`src/rtl/core/glp_pkg.sv`:
```
// Types and constants shared by the GIF literal LZW packer modules.
package glp_pkg;

  localparam logic [7:0]  MIN_CODE_SIZE     = 8'd8;
  localparam logic [8:0]  CLEAR_CODE        = 9'd256;
  localparam logic [8:0]  EOI_CODE          = 9'd257;
  localparam logic [7:0]  CLEAR_INTERVAL    = 8'd254;
  localparam logic [7:0]  MAX_BLOCK         = 8'd255;
  localparam logic [4:0]  CODE_BITS         = 5'd9;
  localparam logic [4:0]  BYTE_BITS         = 5'd8;
  localparam logic [15:0] RESET_PIXEL_COUNT = 16'd256;

  // One classified pixel handed from the front end to the packer.
  typedef struct packed {
    logic [7:0]  pix;
    logic        first;        // first pixel of a frame
    logic        clr;          // a clear code follows this pixel
    logic        last;         // last pixel of the frame
    logic [16:0] frame_bytes;  // data bytes of the whole frame
  } cmd_t;

  // One byte of the output stream with its flags.
  typedef struct packed {
    logic [7:0] data;
    logic       last;
    logic       eof;
  } obyte_t;

endpackage

```
`src/rtl/core/glp_front.sv`:
```
// Front end: pixel count register, frame length precalculation and pixel classification.
module glp_front (
  input  logic           clk,
  input  logic           rst_n,
  input  logic           push,
  output logic           full,
  input  logic [7:0]     in_pixel_index,
  input  logic           cfg_valid,
  output logic           cfg_ready,
  input  logic [15:0]    cfg_pixel_count,
  input  logic           q_full,
  output logic           q_push,
  output glp_pkg::cmd_t  q_cmd
);

  typedef enum logic [3:0] {
    CALC_IDLE = 4'b0001,
    CALC_EST  = 4'b0010,
    CALC_FIX  = 4'b0100,
    CALC_SUM  = 4'b1000
  } calc_state_t;

  calc_state_t calc_r, calc_nxt;
  logic        started_r, started_nxt;
  logic [15:0] seen_r, seen_nxt;
  logic [7:0]  csc_r, csc_nxt;
  logic [15:0] cnt_r, cnt_nxt;
  logic [8:0]  quo_r, quo_nxt;
  logic [16:0] fbytes_r, fbytes_nxt;

  logic        accept;
  logic [15:0] seen_inc;
  logic [7:0]  csc_inc;
  logic        clr_now;
  logic        last_now;
  logic [24:0] est_prod;
  logic [17:0] rem;
  logic [16:0] codes;
  logic [20:0] bits_tot;

  assign cfg_ready = (calc_r == CALC_IDLE);
  assign full      = q_full || (calc_r != CALC_IDLE);
  assign accept    = push && !full;

  assign seen_inc = (started_r ? seen_r : 16'd0) + 16'd1;
  assign csc_inc  = (started_r ? csc_r : 8'd0) + 8'd1;
  assign clr_now  = (csc_inc >= glp_pkg::CLEAR_INTERVAL);
  assign last_now = (seen_inc >= cnt_r);

  assign q_push            = accept;
  assign q_cmd.pix         = in_pixel_index;
  assign q_cmd.first       = !started_r;
  assign q_cmd.clr         = clr_now;
  assign q_cmd.last        = last_now;
  assign q_cmd.frame_bytes = fbytes_r;

  // count/254 is estimated as count*258/65536, which is low by at most one.
  assign est_prod = {1'b0, cnt_r, 8'd0} + {8'd0, cnt_r, 1'b0};
  assign rem      = {2'd0, cnt_r} + {8'd0, quo_r, 1'b0} - {1'b0, quo_r, 8'd0};
  assign codes    = {1'b0, cnt_r} + {8'd0, quo_r} + 17'd2;
  assign bits_tot = {1'b0, codes, 3'd0} + {4'd0, codes} + 21'd7;

  always_comb begin
    calc_nxt    = calc_r;
    started_nxt = started_r;
    seen_nxt    = seen_r;
    csc_nxt     = csc_r;
    cnt_nxt     = cnt_r;
    quo_nxt     = quo_r;
    fbytes_nxt  = fbytes_r;
    unique case (calc_r)
      CALC_IDLE: begin
        if (cfg_valid && !started_r) begin
          cnt_nxt  = (cfg_pixel_count == 16'd0) ? 16'd1 : cfg_pixel_count;
          calc_nxt = CALC_EST;
        end
      end
      CALC_EST: begin
        quo_nxt  = est_prod[24:16];
        calc_nxt = CALC_FIX;
      end
      CALC_FIX: begin
        if (rem >= {10'd0, glp_pkg::CLEAR_INTERVAL}) begin
          quo_nxt = quo_r + 9'd1;
        end
        calc_nxt = CALC_SUM;
      end
      CALC_SUM: begin
        fbytes_nxt = bits_tot[19:3];
        calc_nxt   = CALC_IDLE;
      end
      default: calc_nxt = CALC_IDLE;
    endcase
    if (accept) begin
      if (last_now) begin
        started_nxt = 1'b0;
        seen_nxt    = 16'd0;
        csc_nxt     = 8'd0;
      end else begin
        started_nxt = 1'b1;
        seen_nxt    = seen_inc;
        csc_nxt     = clr_now ? 8'd0 : csc_inc;
      end
    end
  end

  always_ff @(posedge clk) begin
    if (!rst_n) begin
      calc_r    <= CALC_EST;
      started_r <= 1'b0;
      seen_r    <= 16'd0;
      csc_r     <= 8'd0;
      cnt_r     <= glp_pkg::RESET_PIXEL_COUNT;
      quo_r     <= 9'd0;
      fbytes_r  <= 17'd0;
    end else begin
      calc_r    <= calc_nxt;
      started_r <= started_nxt;
      seen_r    <= seen_nxt;
      csc_r     <= csc_nxt;
      cnt_r     <= cnt_nxt;
      quo_r     <= quo_nxt;
      fbytes_r  <= fbytes_nxt;
    end
  end

endmodule

```
`src/rtl/core/glp_cmd_queue.sv`:
```
// Small command queue between the front end and the packer.
module glp_cmd_queue #(
  parameter int DEPTH = 4
) (
  input  logic           clk,
  input  logic           rst_n,
  input  logic           wr_en,
  input  glp_pkg::cmd_t  wr_cmd,
  output logic           q_full,
  input  logic           rd_en,
  output logic           rd_valid,
  output glp_pkg::cmd_t  rd_cmd
);

  localparam int PW = (DEPTH > 1) ? $clog2(DEPTH) : 1;
  localparam int CW = $clog2(DEPTH + 1);
  localparam logic [PW-1:0] LAST_PTR = PW'(DEPTH - 1);
  localparam logic [CW-1:0] FULL_CNT = CW'(DEPTH);

  glp_pkg::cmd_t mem_r [DEPTH];
  logic [PW-1:0] wp_r, wp_nxt;
  logic [PW-1:0] rp_r, rp_nxt;
  logic [CW-1:0] cnt_r, cnt_nxt;
  logic          do_wr, do_rd;

  assign q_full   = (cnt_r == FULL_CNT);
  assign rd_valid = (cnt_r != '0);
  assign rd_cmd   = mem_r[rp_r];
  assign do_wr    = wr_en && !q_full;
  assign do_rd    = rd_en && rd_valid;

  always_comb begin
    wp_nxt  = wp_r;
    rp_nxt  = rp_r;
    cnt_nxt = cnt_r;
    if (do_wr) begin
      wp_nxt = (wp_r == LAST_PTR) ? '0 : wp_r + PW'(1);
    end
    if (do_rd) begin
      rp_nxt = (rp_r == LAST_PTR) ? '0 : rp_r + PW'(1);
    end
    if (do_wr && !do_rd) begin
      cnt_nxt = cnt_r + CW'(1);
    end else if (do_rd && !do_wr) begin
      cnt_nxt = cnt_r - CW'(1);
    end
  end

  always_ff @(posedge clk) begin
    if (do_wr) begin
      mem_r[wp_r] <= wr_cmd;
    end
  end

  always_ff @(posedge clk) begin
    if (!rst_n) begin
      wp_r  <= '0;
      rp_r  <= '0;
      cnt_r <= '0;
    end else begin
      wp_r  <= wp_nxt;
      rp_r  <= rp_nxt;
      cnt_r <= cnt_nxt;
    end
  end

endmodule

```
`src/rtl/core/glp_back.sv`:
```
// Back end: packs 9-bit codes into bytes, inserts sub-block lengths, queues output bytes.
module glp_back (
  input  logic           clk,
  input  logic           rst_n,
  input  logic           q_valid,
  input  glp_pkg::cmd_t  q_cmd,
  output logic           q_pop,
  output logic           empty,
  input  logic           pop,
  output logic [7:0]     out_byte,
  output logic           out_last_of_item,
  output logic           out_end_of_frame
);

  // Code slots: clear before the pixel, the pixel, clear after, end of information.
  logic        busy_r, busy_nxt;
  logic        mcs_r, mcs_nxt;
  logic [3:0]  codes_r, codes_nxt;
  logic        flush_r, flush_nxt;
  logic        term_r, term_nxt;
  logic [7:0]  pix_r, pix_nxt;
  logic [15:0] acc_r, acc_nxt;
  logic [4:0]  bits_r, bits_nxt;
  logic [7:0]  blk_r, blk_nxt;
  logic [16:0] strm_r, strm_nxt;

  logic        mcs_a, flush_a, term_a;
  logic [3:0]  codes_a;
  logic [15:0] acc_a;
  logic [4:0]  bits_a;
  logic [7:0]  blk_a;
  logic [16:0] strm_a;

  logic [8:0]  code_val;
  logic        code_any;
  logic        have8, flush_go, data_go;
  logic [15:0] w;
  logic [4:0]  n;
  logic        fire, emit, done_a, fin;
  glp_pkg::obyte_t ob;

  // Two-entry output queue.
  glp_pkg::obyte_t omem_r [2];
  logic        owp_r, orp_r;
  logic [1:0]  ocnt_r;
  logic        o_full, o_rd;

  assign o_full = (ocnt_r == 2'd2);
  assign empty  = (ocnt_r == 2'd0);
  assign o_rd   = pop && !empty;
  assign out_byte         = omem_r[orp_r].data;
  assign out_last_of_item = omem_r[orp_r].last;
  assign out_end_of_frame = omem_r[orp_r].eof;

  assign code_any = |codes_r;
  assign have8    = (bits_r >= glp_pkg::BYTE_BITS);
  assign flush_go = flush_r && (bits_r != 5'd0);
  assign data_go  = !mcs_r && (have8 || code_any || flush_go);
  assign fire     = busy_r && !o_full;
  assign emit     = fire && (mcs_r || data_go || term_r);

  // The lowest pending slot is the next code to go out.
  always_comb begin
    if (codes_r[0]) begin
      code_val = glp_pkg::CLEAR_CODE;
    end else if (codes_r[1]) begin
      code_val = {1'b0, pix_r};
    end else if (codes_r[2]) begin
      code_val = glp_pkg::CLEAR_CODE;
    end else begin
      code_val = glp_pkg::EOI_CODE;
    end
  end

  always_comb begin
    mcs_a   = mcs_r;
    codes_a = codes_r;
    flush_a = flush_r;
    term_a  = term_r;
    acc_a   = acc_r;
    bits_a  = bits_r;
    blk_a   = blk_r;
    strm_a  = strm_r;
    w       = acc_r;
    n       = bits_r;
    ob      = '{data: 8'd0, last: 1'b0, eof: 1'b0};
    if (mcs_r) begin
      ob.data = glp_pkg::MIN_CODE_SIZE;
      mcs_a   = 1'b0;
    end else if (data_go) begin
      if (have8) begin
        w = acc_r;
        n = bits_r;
      end else if (code_any) begin
        w       = acc_r | ({7'd0, code_val} << bits_r[2:0]);
        n       = bits_r + glp_pkg::CODE_BITS;
        codes_a = codes_r & (codes_r - 4'd1);
      end else begin
        // Final partial byte of the frame, padded with zeros.
        w       = acc_r;
        n       = glp_pkg::BYTE_BITS;
        flush_a = 1'b0;
      end
      if (blk_r == 8'd0) begin
        // A new sub-block opens with its length; the data byte follows as the next output byte.
        ob.data = (strm_r > {9'd0, glp_pkg::MAX_BLOCK}) ? glp_pkg::MAX_BLOCK : strm_r[7:0];
        blk_a   = ob.data;
        acc_a   = w;
        bits_a  = n;
      end else begin
        ob.data = w[7:0];
        acc_a   = w >> 8;
        bits_a  = n - glp_pkg::BYTE_BITS;
        blk_a   = blk_r - 8'd1;
        strm_a  = strm_r - 17'd1;
      end
    end else if (term_r) begin
      ob.eof = 1'b1;
      term_a = 1'b0;
    end
    done_a  = !mcs_a && (codes_a == 4'd0) && (bits_a < glp_pkg::BYTE_BITS)
              && !(flush_a && (bits_a != 5'd0)) && !term_a;
    ob.last = done_a;
  end

  assign fin   = !busy_r || (fire && done_a);
  assign q_pop = fin && q_valid;

  always_comb begin
    busy_nxt  = busy_r;
    mcs_nxt   = mcs_r;
    codes_nxt = codes_r;
    flush_nxt = flush_r;
    term_nxt  = term_r;
    pix_nxt   = pix_r;
    acc_nxt   = acc_r;
    bits_nxt  = bits_r;
    blk_nxt   = blk_r;
    strm_nxt  = strm_r;
    if (fire) begin
      mcs_nxt   = mcs_a;
      codes_nxt = codes_a;
      flush_nxt = flush_a;
      term_nxt  = term_a;
      acc_nxt   = acc_a;
      bits_nxt  = bits_a;
      blk_nxt   = blk_a;
      strm_nxt  = strm_a;
    end
    if (fin) begin
      busy_nxt = q_valid;
      if (q_valid) begin
        mcs_nxt   = q_cmd.first;
        codes_nxt = {q_cmd.last, q_cmd.clr, 1'b1, q_cmd.first};
        flush_nxt = q_cmd.last;
        term_nxt  = q_cmd.last;
        pix_nxt   = q_cmd.pix;
        if (q_cmd.first) begin
          acc_nxt  = 16'd0;
          bits_nxt = 5'd0;
          blk_nxt  = 8'd0;
          strm_nxt = q_cmd.frame_bytes;
        end
      end
    end
  end

  always_ff @(posedge clk) begin
    if (!rst_n) begin
      busy_r  <= 1'b0;
      mcs_r   <= 1'b0;
      codes_r <= 4'd0;
      flush_r <= 1'b0;
      term_r  <= 1'b0;
      acc_r   <= 16'd0;
      bits_r  <= 5'd0;
      blk_r   <= 8'd0;
      strm_r  <= 17'd0;
    end else begin
      busy_r  <= busy_nxt;
      mcs_r   <= mcs_nxt;
      codes_r <= codes_nxt;
      flush_r <= flush_nxt;
      term_r  <= term_nxt;
      acc_r   <= acc_nxt;
      bits_r  <= bits_nxt;
      blk_r   <= blk_nxt;
      strm_r  <= strm_nxt;
    end
  end

  always_ff @(posedge clk) begin
    pix_r <= pix_nxt;
    if (emit) begin
      omem_r[owp_r] <= ob;
    end
  end

  always_ff @(posedge clk) begin
    if (!rst_n) begin
      owp_r  <= 1'b0;
      orp_r  <= 1'b0;
      ocnt_r <= 2'd0;
    end else begin
      if (emit) begin
        owp_r <= !owp_r;
      end
      if (o_rd) begin
        orp_r <= !orp_r;
      end
      if (emit && !o_rd) begin
        ocnt_r <= ocnt_r + 2'd1;
      end else if (o_rd && !emit) begin
        ocnt_r <= ocnt_r - 2'd1;
      end
    end
  end

endmodule

```
`src/rtl/core/gif_literal_lzw_packer_core.sv`:
```
// Top level of the GIF literal LZW packer: front end, command queue and byte packer.
// This block turns one 8-bit palette index per pixel into GIF image data bytes, sending
// every pixel as a 9-bit literal code with the LZW framing and sub-block lengths the
// format needs. Pixels go in through a queue-style port (push/full) and bytes come out of
// one (empty/pop), each byte tagged with last_of_item and end_of_frame. The packer sends
// one byte per clock while its output queue has room; each 9-bit code is a little over
// one byte, and the first and last pixels of a frame also carry the framing bytes and
// codes of the frame's start and end. A pixel can be pushed every cycle while the command queue,
// CMD_DEPTH entries deep, has room. After reset and after each accepted pixel count write
// the front end works out the frame's byte count in its estimate, fix and sum states;
// during that time ready and the pixel input are held off.
module gif_literal_lzw_packer_core #(
  parameter int CMD_DEPTH = 4
) (
  input  logic        clk,
  input  logic        rst_n,
  input  logic        push,
  output logic        full,
  input  logic [7:0]  in_pixel_index,
  output logic        empty,
  input  logic        pop,
  output logic [7:0]  out_byte,
  output logic        out_last_of_item,
  output logic        out_end_of_frame,
  input  logic        cfg_valid,
  output logic        cfg_ready,
  input  logic [15:0] cfg_pixel_count
);

  logic          q_full, q_push, q_pop, q_valid;
  glp_pkg::cmd_t wr_cmd, rd_cmd;

  glp_front u_front (
    .clk             (clk),
    .rst_n           (rst_n),
    .push            (push),
    .full            (full),
    .in_pixel_index  (in_pixel_index),
    .cfg_valid       (cfg_valid),
    .cfg_ready       (cfg_ready),
    .cfg_pixel_count (cfg_pixel_count),
    .q_full          (q_full),
    .q_push          (q_push),
    .q_cmd           (wr_cmd)
  );

  glp_cmd_queue #(
    .DEPTH (CMD_DEPTH)
  ) u_queue (
    .clk      (clk),
    .rst_n    (rst_n),
    .wr_en    (q_push),
    .wr_cmd   (wr_cmd),
    .q_full   (q_full),
    .rd_en    (q_pop),
    .rd_valid (q_valid),
    .rd_cmd   (rd_cmd)
  );

  glp_back u_back (
    .clk              (clk),
    .rst_n            (rst_n),
    .q_valid          (q_valid),
    .q_cmd            (rd_cmd),
    .q_pop            (q_pop),
    .empty            (empty),
    .pop              (pop),
    .out_byte         (out_byte),
    .out_last_of_item (out_last_of_item),
    .out_end_of_frame (out_end_of_frame)
  );

endmodule

```
`config.mk`:
```
export PLATFORM = sky130hd
export DESIGN_NAME = gif_literal_lzw_packer_core
export DESIGN_NICKNAME = d
export VERILOG_FILES = /design/src/rtl/core/glp_pkg.sv /design/src/rtl/core/glp_front.sv /design/src/rtl/core/glp_cmd_queue.sv /design/src/rtl/core/glp_back.sv /design/src/rtl/core/gif_literal_lzw_packer_core.sv
export SDC_FILE = /design/constraint.sdc
export NUM_CORES = 1
export LEC_CHECK = 0
export ABC_CLOCK_PERIOD_IN_PS = 10550
export BUFFER_PORTS_ARGS = -buffer_cell sky130_fd_sc_hd__buf_2
export CAP_MARGIN = 20
export CORE_MARGIN = 2
export CORE_UTILIZATION = 43
export CTS_CLUSTER_SIZE = 40
export DETAILED_ROUTE_END_ITERATION = 7
export PLACE_DENSITY = 0.63
export SYNTH_ARGS = -nofsm -noshare
export SYNTH_HDL_FRONTEND = slang
export SYNTH_SLANG_ARGS = --single-unit
```
`constraint.sdc`:
```
create_clock -name clk -period 10.55 [get_ports clk]
set_input_delay 0.5275 -clock clk [delete_from_list [all_inputs] [get_ports clk]]
set_output_delay 0.5275 -clock clk [all_outputs]
set_load 0.05 [all_outputs]
```
* After elaboration in Yosys (flattened, before gate mapping)
Memory sizes are Yosys's and may differ from the RTL's. A register that Yosys moved wholly into a read port is not among the register bits.
Index checks and enable logic that the tools add are counted.
Widths: inputs -> output; s select.
** Operators by class
- Add/sub/neg operators :: 21
- Order comparisons :: 6
- Eq/ne operators :: 11
- Shifts and indexed selects :: 1
- Multiplexer cells :: 91
- Bitwise gates (word level) :: 2
- Reduce and logical (&&, ||, !) cells :: 54
** Operator list (count)
- $mux 16 :: 12
- $mux 17 :: 7
- $mux 8 :: 14
- $mux 5 :: 11
- $mux 4 :: 8
- $mux 9 :: 3
- $mux 1 :: 26
- $add 24x17->25 :: 1
- $add 20x17->20 :: 1
- $add 20x3->20 const B :: 1
- $logic_and 1x1->1 :: 19
- $ge 18x8->1 const B :: 1
- $pmux 9 s2 :: 1
- $sub 18x17->18 :: 1
- $add 16x10->17 :: 1
- $add 16x9->17 :: 1
- $add 17x2->17 const B :: 1
- $gt 17x8->1 const B :: 1
- $sub 17x1->17 const B :: 1
- $add 16x1->16 const B :: 1
- $ge 16x16->1 :: 1
- $logic_not 16->1 :: 1
- $or 16x16->16 :: 1
- $shl 9x3->16 :: 1
- 35 further kinds :: 70
** Storage, ports and cells
- Register bits after elaboration :: 144
- Bits in writable memories :: 132
- Bits of input ports :: 29
- Output and inout bits :: 13
- Word-level logic and storage cells :: 211
- Memories kept :: 2
** Memories
- u_queue.mem_r :: words 4, bits a word 28, rd ports 1, clocked after memory_dff 1, write ports 1, line glp_cmd_queue.sv:20 : glp_pkg::cmd_t mem_r [DEPTH];
- u_back.omem_r :: words 2, bits a word 10, rd ports 1, clocked after memory_dff 1, write ports 1, line glp_back.sv:43 : glp_pkg::obyte_t omem_r [2];

* Depth between registers and ports, before layout
Gate-level depths: netlist of the first run.
- Word-level depth :: 22
- Gate-level depth with buffers :: 21
- Mapped depth without buffers :: 20

* Cells and area by module
Synthesis of the first run repeated with hierarchy kept, for this count alone.
** Second synthesis, totals
- Cell total of the unflattened synthesis :: 1515
- Area total of the unflattened synthesis :: 15494.9 um^2
** Modules (own cells, without submodules)
- glp_front :: instances 1, cells each 790, area an instance 6192.2 um^2, seq. area each 1421.4 um^2
- glp_back :: instances 1, cells each 528, area an instance 4730.8 um^2, seq. area each 2021.9 um^2
- glp_cmd_queue :: instances 1, cells each 197, area an instance 4571.9 um^2, seq. area each 3543.4 um^2

* Worst setup path after synthesis of the first run
OpenSTA, ideal clock, no wires.
- Kind :: reg2reg
- From :: register u_front.quo_r[1]
- To :: register u_front.quo_r[2]
- Library setup time :: 101 ps
- Arrival :: 4439 ps
- Required time :: 10449 ps
- Setup slack :: 6010 ps
- Cell stages (with the launch flop) :: 19
- Path buffers :: 1
- Clock period less this slack :: 4540 ps
- Cell sequence :: dfxtp_1 > ha_1 > a21o_1 > a21oi_1 > o21bai_1 > a2111o_1 > a31o_2 > a21oi_1 > xnor2_1 > ha_1 > nor2b_1 > o31a_1 > o21ai_0 > a21oi_1 > a2111o_1 > o41ai_2 > clkbuf_1 > o211ai_1 > o41ai_1
** Between the ends
- Word-level cells in the longest chain between the ends :: 5
- Elaborated cells between the ends (all ways) :: 8
- Those cells by class :: 3 x add/sub; 1 x order compare; 1 x eq/ne; 2 x mux; 1 x reduce/logical
** Ends and longest elaborated chain
- start: declaration :: line glp_front.sv:28 : logic [8:0] quo_r, quo_nxt;
- start signal: assignment :: line glp_front.sv:122 : quo_r <= quo_nxt;
- $add 16x10->17 :: line glp_front.sv:59 : assign rem = {2'd0, cnt_r} + {8'd0, quo_r, 1'b0} - {1'b0, quo_r, 8'd0};
- $sub 18x17->18 :: line glp_front.sv:59
- $ge 18x8->1 :: line glp_front.sv:83 : if (rem >= {10'd0, glp_pkg::CLEAR_INTERVAL}) begin
- $ne 2x1->1 (no source line)
- $reduce_and 2->1 (no source line)
Several ways; a longest one is shown, not always the timed one. The select of a mux whose other input is x is not followed.
A chain may end at the register's enable or synchronous reset.

* Worst setup path after layout of the first run
- From :: register u_front.quo_r[1]
- To :: register u_front.quo_r[4]
The elaborated chain is that of the path after synthesis.

==> flow_metrics.tcl, run 1 <==
set metrics [dict create \
    first_pass_iters 5 \
    antenna_found_initial 0 \
    critPathKind "reg2reg" \
    synthArstFlopShare_pct 0 \
    whs_endpoint "u_queue.mem_r[2][25]" \
    fp-row-count 68 \
    syn-num-nets 1588 \
    drv_cap 0 \
    clock_latency_ns 0.56 \
    yosys_warnings 0 \
    fin_setup_tns_ns 0 \
    sequentialPowerShare_pct 36.1 \
    syn_to_final_growth_pct 11.5 \
    viasPerCell 5.62 \
    total_power_mw 4.01 \
    multiInputGateArea_um2 7450 \
    critPathArrivalTime_ns 5.13 \
    p_sw_mw 1.48 \
    core-area_um2 34400 \
    hold_viol 0 \
    start_util_pct 43.5 \
    peakVddDrop_mv 0.206 \
    die_area_um2 36300 \
    nets 1611 \
    avgSynthCellArea_um2 10.2 \
    cts_max_level 1 \
    p_clk_share_pct 28.4 \
    cp-end-kind "flop" \
    synth_seq_cells 279 \
    ios 42 \
    cts_made_buffers 30 \
    gr-total-overflow 0 \
    cts.sinks 279 \
    ant_nets 0 \
    first_global_vias 10700 \
    via_count 11100 \
    min_from "in_pixel_index[5]" \
    required_ns 11.00 \
    portBuffers 41 \
    relSlewSlack_pct 30.7 \
    wire_per_inst_um 16.9 \
    crit_path_max_fanout 16 \
    synthDistinctLibCells 70 \
    tritoncts "built" \
    rsz0062_at_grt "false" \
    n_antenna_cell 0 \
    dieWidth_um 190 \
    clockBufferDepth 3 \
    tightest_slew_ns 1.04 \
    drc 0 \
    finalCriticalPeriod_ns 4.67 \
    p_int_mw 2.53 \
    netlist_area_um2 14900 \
    r2r-start "u_front.quo_r[1]" \
    path_clk_slew_ns 0.06 \
    setup_viol 0 \
    ctsHoldBuffers 0 \
    synth_edf_count 140 \
    skew_ns 0.0120 \
    ys_seq_area_share_pct 46.8 \
    ys.flop_type "edfxtp_1" \
    slew_violations 0 \
    max_freq_mhz 214 \
    startpoint_type "flop" \
    final-seq-area_um2 6990 \
    grt_pass1_wl_um 54200 \
    cts_resized 0 \
    status "finished, final reports clean" \
    grt_max_degree 60 \
    comb_power_share_pct 35.5 \
    fp.dieH_um 190 \
    r2r_cells 18 \
    place.gp.congestion 0.901 \
    fin_crit_sh_pct 44.3 \
    drive_gt1_share_pct 12.2 \
    grt_use_total_pct 18.3 \
    power_switching_share_pct 36.9 \
    drt-initial-drc-count 778 \
    leakage_nw 6.05 \
    dp_hpwl_um 23100 \
    routed_wl_um 33200 \
    cts_setup_buffers 0 \
    cts_root_buf "clkbuf_16" \
    reg2reg_to "u_front.quo_r[4]" \
    powerDensity_nw_per_um2 240 \
    syn_inst 1465 \
    rrSetupSlack_ns 5.88 \
    hold_path.class "in2reg" \
    fillCellCount 3158 \
    hold_depth 1 \
]
==> how the worst max path moves through the flow <==
stage | startpoint | endpoint | slack, ns | cells past startpoint
after floorplan | u_front.quo_r[1] | u_front.quo_r[2] | 6.01 | 18
after global placement | u_front.quo_r[1] | u_front.quo_r[1] | 6.03 | 18
after detailed placement | u_front.quo_r[1] | u_front.quo_r[4] | 5.92 | 18
after CTS | u_front.quo_r[1] | u_front.quo_r[4] | 5.90 | 18
after global routing | u_front.quo_r[0] | u_front.quo_r[3] | 5.53 | 21
final | u_front.quo_r[1] | u_front.quo_r[4] | 5.88 | 18
==> stage by stage <==
step | instance area (um2) | instances | hold WS, ns | util (%) | setup slack (ns)
3_5_place_dp | 15600 | 1910 | 0.460 | 45.3 | 5.92
3_3_place_gp | 15600 | 1909 | 0.451 | 45.2 | 6.03
6_report | 16700 | 1967 | 0.184 | 48.5 | 5.88
2_1_floorplan | 14900 | 1465 | 0.440 | - | 6.01
5_1_grt | 16700 | 1967 | 0.169 | 48.5 | 5.53
4_1_cts | 16700 | 1966 | 0.160 | 48.4 | 5.90
==> cell families after synthesis <==
family          Yosys count  synth area share (%)
xor+xnor                 87                  5.10
flops                   279                  46.8
compound gates          326                  14.6
buf+inv                 127                  3.54
mux                      52                  5.85
fa+ha+maj                95                  8.14
simple gates            499                  16.0
==> critical path, stage by stage, from the launching register on <==
cell and delay (ns):
dfxtp_1 0.43, ha_1 0.27, a21o_1 0.18, a21oi_1 0.21
o21bai_1 0.08, a2111o_1 0.42, a31o_2 0.23, a21oi_1 0.31
xnor2_1 0.12, ha_1 0.35, nor2b_1 0.16, o31a_1 0.26
o21ai_0 0.15, a21oi_1 0.09, a2111o_1 0.42, o41ai_2 0.31
buf_4 0.27, a21oi_1 0.06, o32ai_1 0.24
==> placed cells by master, fill, tap and decap left out, types with 14 or more instances in the layout <==
cell and n:
or3_1 16, xnor2_1 51, nor3_1 44, inv_1 57
a21oi_1 104, o21ai_0 59, dfxtp_1 138, nor2_1 146
nand2_1 132, edfxtp_1 140, mux4_2 27, a211oi_1 33
ha_1 90, buf_2 41, or4_1 15, buf_4 17
nor4_1 16, nand3_1 37, clkbuf_16 30, and3_1 14
a211oi_2 14, xor2_1 36, nand4_1 15
==> power by group through the flow <==
stage          Combinational [mW]  Clock (mW)  Sequential, mW
3_5_place_dp                 1.42           0            1.47
2_1_floorplan                1.15           0            1.42
4_1_cts                      1.43        1.16            1.45
6_report                     1.42        1.14            1.45
5_1_grt                      1.58        1.21            1.46
3_3_place_gp                 1.40           0            1.46
==> cell usage after synthesis (all sizes together), types with 5 or more instances <==
cell type	instances	area [um2]
o31a	5	43.8
a31o	6	52.6
o22ai	8	50.1
and3	14	87.6
mux2i	12	120
nand2b	10	62.6
a211oi	47	423
o2111ai	5	43.8
a31oi	9	56.3
and2	13	81.3
o21a	10	75.1
o211ai	11	82.6
clkbuf	55	206
or3	16	100
nor2	146	548
nor4	16	100
a2bb2oi	7	61.3
nor3	44	220
buf	13	101
nor4b	6	52.6
a221oi	6	52.6
xnor2	51	447
nand3b	5	37.5
nor2b	13	81.3
nand2	133	507
nand4	15	93.8
o21ai	64	320
a21oi	104	521
a21o	9	67.6
dfxtp	139	2780
o41ai	7	87.6
nand3	38	190
edfxtp	140	4200
inv	59	221
or4	16	124
mux2	13	146
mux4	27	608
or2	5	31.3
o32ai	5	43.8
xor2	36	315
ha	90	1130
==> metal layers <==
metal / track usage [%] / wire [um] / vias to the layer above
met5: 0 / 0 / -
met4: 4.77 / 698 / 0
met3: 2.23 / 1430 / 57
met2: 31.5 / 15700 / 244
met1: 24.3 / 15300 / 5291
li1: - / - / 5465
==> cell type report <==
cell class	count	area share [%]
Clock inverter	19	1.79
Sequential cell	279	41.9
Clock buffer	37	4.78
Tap cell	455	3.42
Inverter	59	1.33
Timing Repair Buffer	59	2.03
Multi-Input combinational cell	1059	44.7
==> flip-flops by register name (all words and copies together), names as in the netlist, 9 cells and up, named ones only <==
signal / cells
u_queue.mem_r: 112
u_back.omem_r: 20
u_back.strm_r: 17
u_front.fbytes_r: 17
u_back.acc_r: 16
u_front.cnt_r: 16
u_front.seen_r: 16
u_front.quo_r: 9
Note: power is estimated with default switching activity, not from simulation.
==> inputs of run 2 (changes only) <==
Settings changed: ABC_CLOCK_PERIOD_IN_PS 10550 to 4500.
Clock period 10.55 ns to 4.5 ns, I/O delays scaled along.
==> run 2 against run 1 <==
Net effect: count of clock-buffer cells in the layout is 5 higher; utilization is 1.7 points higher; final area increased by 3.5%; combinational power grew 150%; clock power grew 110%; largest power group is now combinational logic; first-iteration DRC count increased by 7.6%; critical endpoint is now u_front.quo_r[3]; total power grew 130%; sequential power increased by 130%; critical path depth grew 4; register-to-register slack got worse by 5.8 ns.
==> flow_metrics.tcl, run 2 (same netlist as run 1, synthesis figures left out) <==
set metrics [dict create \
    routed_wl_um 34500 \
    fin_crit_sh_pct 99.1 \
    most-common-layout-cells "nor2_1 (146), edfxtp_1 (140), dfxtp_1 (135), nand2_1 (132), a21oi_1 (102)" \
    clockBufferDepth 3 \
    drive_gt1_share_pct 15.3 \
    wire_per_inst_um 17.0 \
    layout_setup_ws_ns 0.0423 \
    powerDensity_nw_per_um2 539 \
    total_power_mw 9.30 \
    skew_ns 0.0116 \
    ant_nets 0 \
    max_freq_mhz 224 \
    finalInstanceArea_um2 17200 \
    grt_pass1_wl_um 56200 \
    fin_util_pct 50.2 \
    required_ns 4.95 \
    first_global_vias 11100 \
    startpoint_type "flop" \
    worst_hold_slack_ns 0.116 \
    slowest_delay_ns 0.40 \
    viasPerCell 5.55 \
    reg2reg_to "u_front.quo_r[3]" \
    cp-end-kind "flop" \
    slew_violations 0 \
    drc 0 \
    relSlewSlack_pct 45.1 \
    place_area_um2 15800 \
    n_antenna_cell 0 \
    portBuffers 41 \
    core-area_um2 34400 \
    ios 42 \
    tightest_slew_ns 0.822 \
    start_util_pct 43.5 \
    syn_to_final_growth_pct 15.4 \
    fp-row-count 68 \
    grt_use_total_pct 19.0 \
    nets 1672 \
    path_cells "ha_4 -> inv_2 -> fa_2 -> nor2b_2 -> o31a_1 -> o21a_1 -> o21a_1 -> o21ai_1 -> nand2b_1 -> xor2_2 -> inv_1 -> fa_2 -> nor2b_2 -> o31a_1 -> o31a_1 -> a21oi_1 -> a2111o_1 -> o41ai_4 -> clkbuf_16 -> buf_6 -> a21oi_1 -> o32ai_2" \
    setup_viol 0 \
    drt-initial-drc-count 837 \
    path_clk_slew_ns 0.06 \
    critPathKind "reg2reg" \
    tritoncts "built" \
    leakage_nw 6.32 \
    r2r_cells 22 \
    drv_cap 0 \
    die_area_um2 36300 \
    antenna_found_initial 0 \
    clock_latency_ns 0.55 \
    cts.sinks 279 \
    startpoint "u_front.cnt_r[1]" \
    r2r-start "u_front.cnt_r[1]" \
    first_pass_iters 5 \
    rrSetupSlack_ns 0.04 \
    crit_path_max_fanout 6 \
    place.gp.congestion 0.895 \
    rsz0062_at_grt "true" \
    fp.dieH_um 190 \
    crit_end "u_front.quo_r[3]" \
    dp_hpwl_um 23600 \
    largestRegisters "u_queue.mem_r (112), u_back.omem_r (20)" \
    final_common_cell "nor2_1" \
    dieWidth_um 190 \
    cpMostUsedCell "o31a_1" \
    cts_root_buf "clkbuf_16" \
    cts_made_buffers 30 \
    cts_max_level 1 \
    via_count 11300 \
    top_register "u_queue.mem_r" \
    dp_slack_ns 0.0298 \
    peakVddDrop_mv 0.538 \
    status "finished, final reports clean" \
    finalCriticalPeriod_ns 4.46 \
    gr-total-overflow 0 \
    hold_viol 0 \
    critPathArrivalTime_ns 4.91 \
    grt_max_degree 45 \
    largest_reg_flops 112 \
    crit_path_top_delay_cell "fa_2" \
    hold_path.class "in2reg" \
]
run 2: cell count changes in the layout (fill, tap and decap cells not counted), moves of 4 or more:
cell / delta
buf_4: +31
dlygate4sd3_1: +25
clkbuf_1: +5
buf_6: +4
bufinv_16: -4
o21ai_0: -4
o21ai_1: +4
run 2: worst min path at each step:
| stage | startpoint | endpoint | cells after the start |
|---|---|---|---|
| floorplan | in_pixel_index[0] | u_queue.mem_r[0][20] | 0 |
| global placement | in_pixel_index[2] | u_queue.mem_r[2][22] | 1 |
| detailed placement | in_pixel_index[2] | u_queue.mem_r[2][22] | 1 |
| CTS | pop | u_back.orp_r | 4 |
| global route | pop | u_back.orp_r | 4 |
| finish | pop | flop | 4 |
run 2: routing by layer:
layer  global-route usage [%]  wire length [um]  share of wire (%)  vias to the layer above
li1                         -                 -                  -                     5578
met1                     25.5             16000                 46                     5418
met2                     32.2             16400                 48                      211
met3                     2.63              1470                4.3                       52
met4                     5.13               668                1.9                        0
met5                        0                 0                  0                        -
run 2: critical path, delay by kind of cell (launching register included):
| family | cells | cell delay [ns] |
|---|---|---|
| AO/OA/AOI/OAI | 11 | 2.30 |
| flip-flops | 1 | 0.34 |
| adder cells (fa/ha/maj) | 3 | 0.78 |
| AND/OR/NAND/NOR | 3 | 0.30 |
| buffers and inverters | 4 | 0.47 |
| XOR/XNOR | 1 | 0.18 |
run 2: area by class of cell:
| class | count | area (um2) |
|---|---|---|
| Clock inverter | 14 | 149 |
| Multi-Input combinational cell | 1059 | 7580 |
| Clock buffer | 42 | 827 |
| Sequential cell | 279 | 6990 |
| Tap cell | 455 | 569 |
| Inverter | 59 | 228 |
| Timing Repair Buffer | 120 | 891 |
| Fill cell | 3115 | 17100 |
run 2: power breakdown:
| part | switching [mW] | leakage (nW) | internal, mW |
|---|---|---|---|
| clock network | 0.971 | 0.462 | 1.45 |
| logic | 2.22 | 3.41 | 1.29 |
| registers | 0.264 | 2.44 | 3.11 |
run 2: stage by stage:
step	setup TNS, ns	instances
5_1_grt	-1.17	2028
4_1_cts	0	2013
6_report	0	2028
3_3_place_gp	0	1931
2_1_floorplan	0	1465
3_5_place_dp	0	1932
run 2: what timing repair did:
item                                   4_1_cts  5_1_grt
setup endpoints to repair                    1       18
resized for setup                            0       40
endpoints found under the hold margin       48        0
hold buffers                                25        0
setup buffers                                0       13
pin swaps                                    1       16
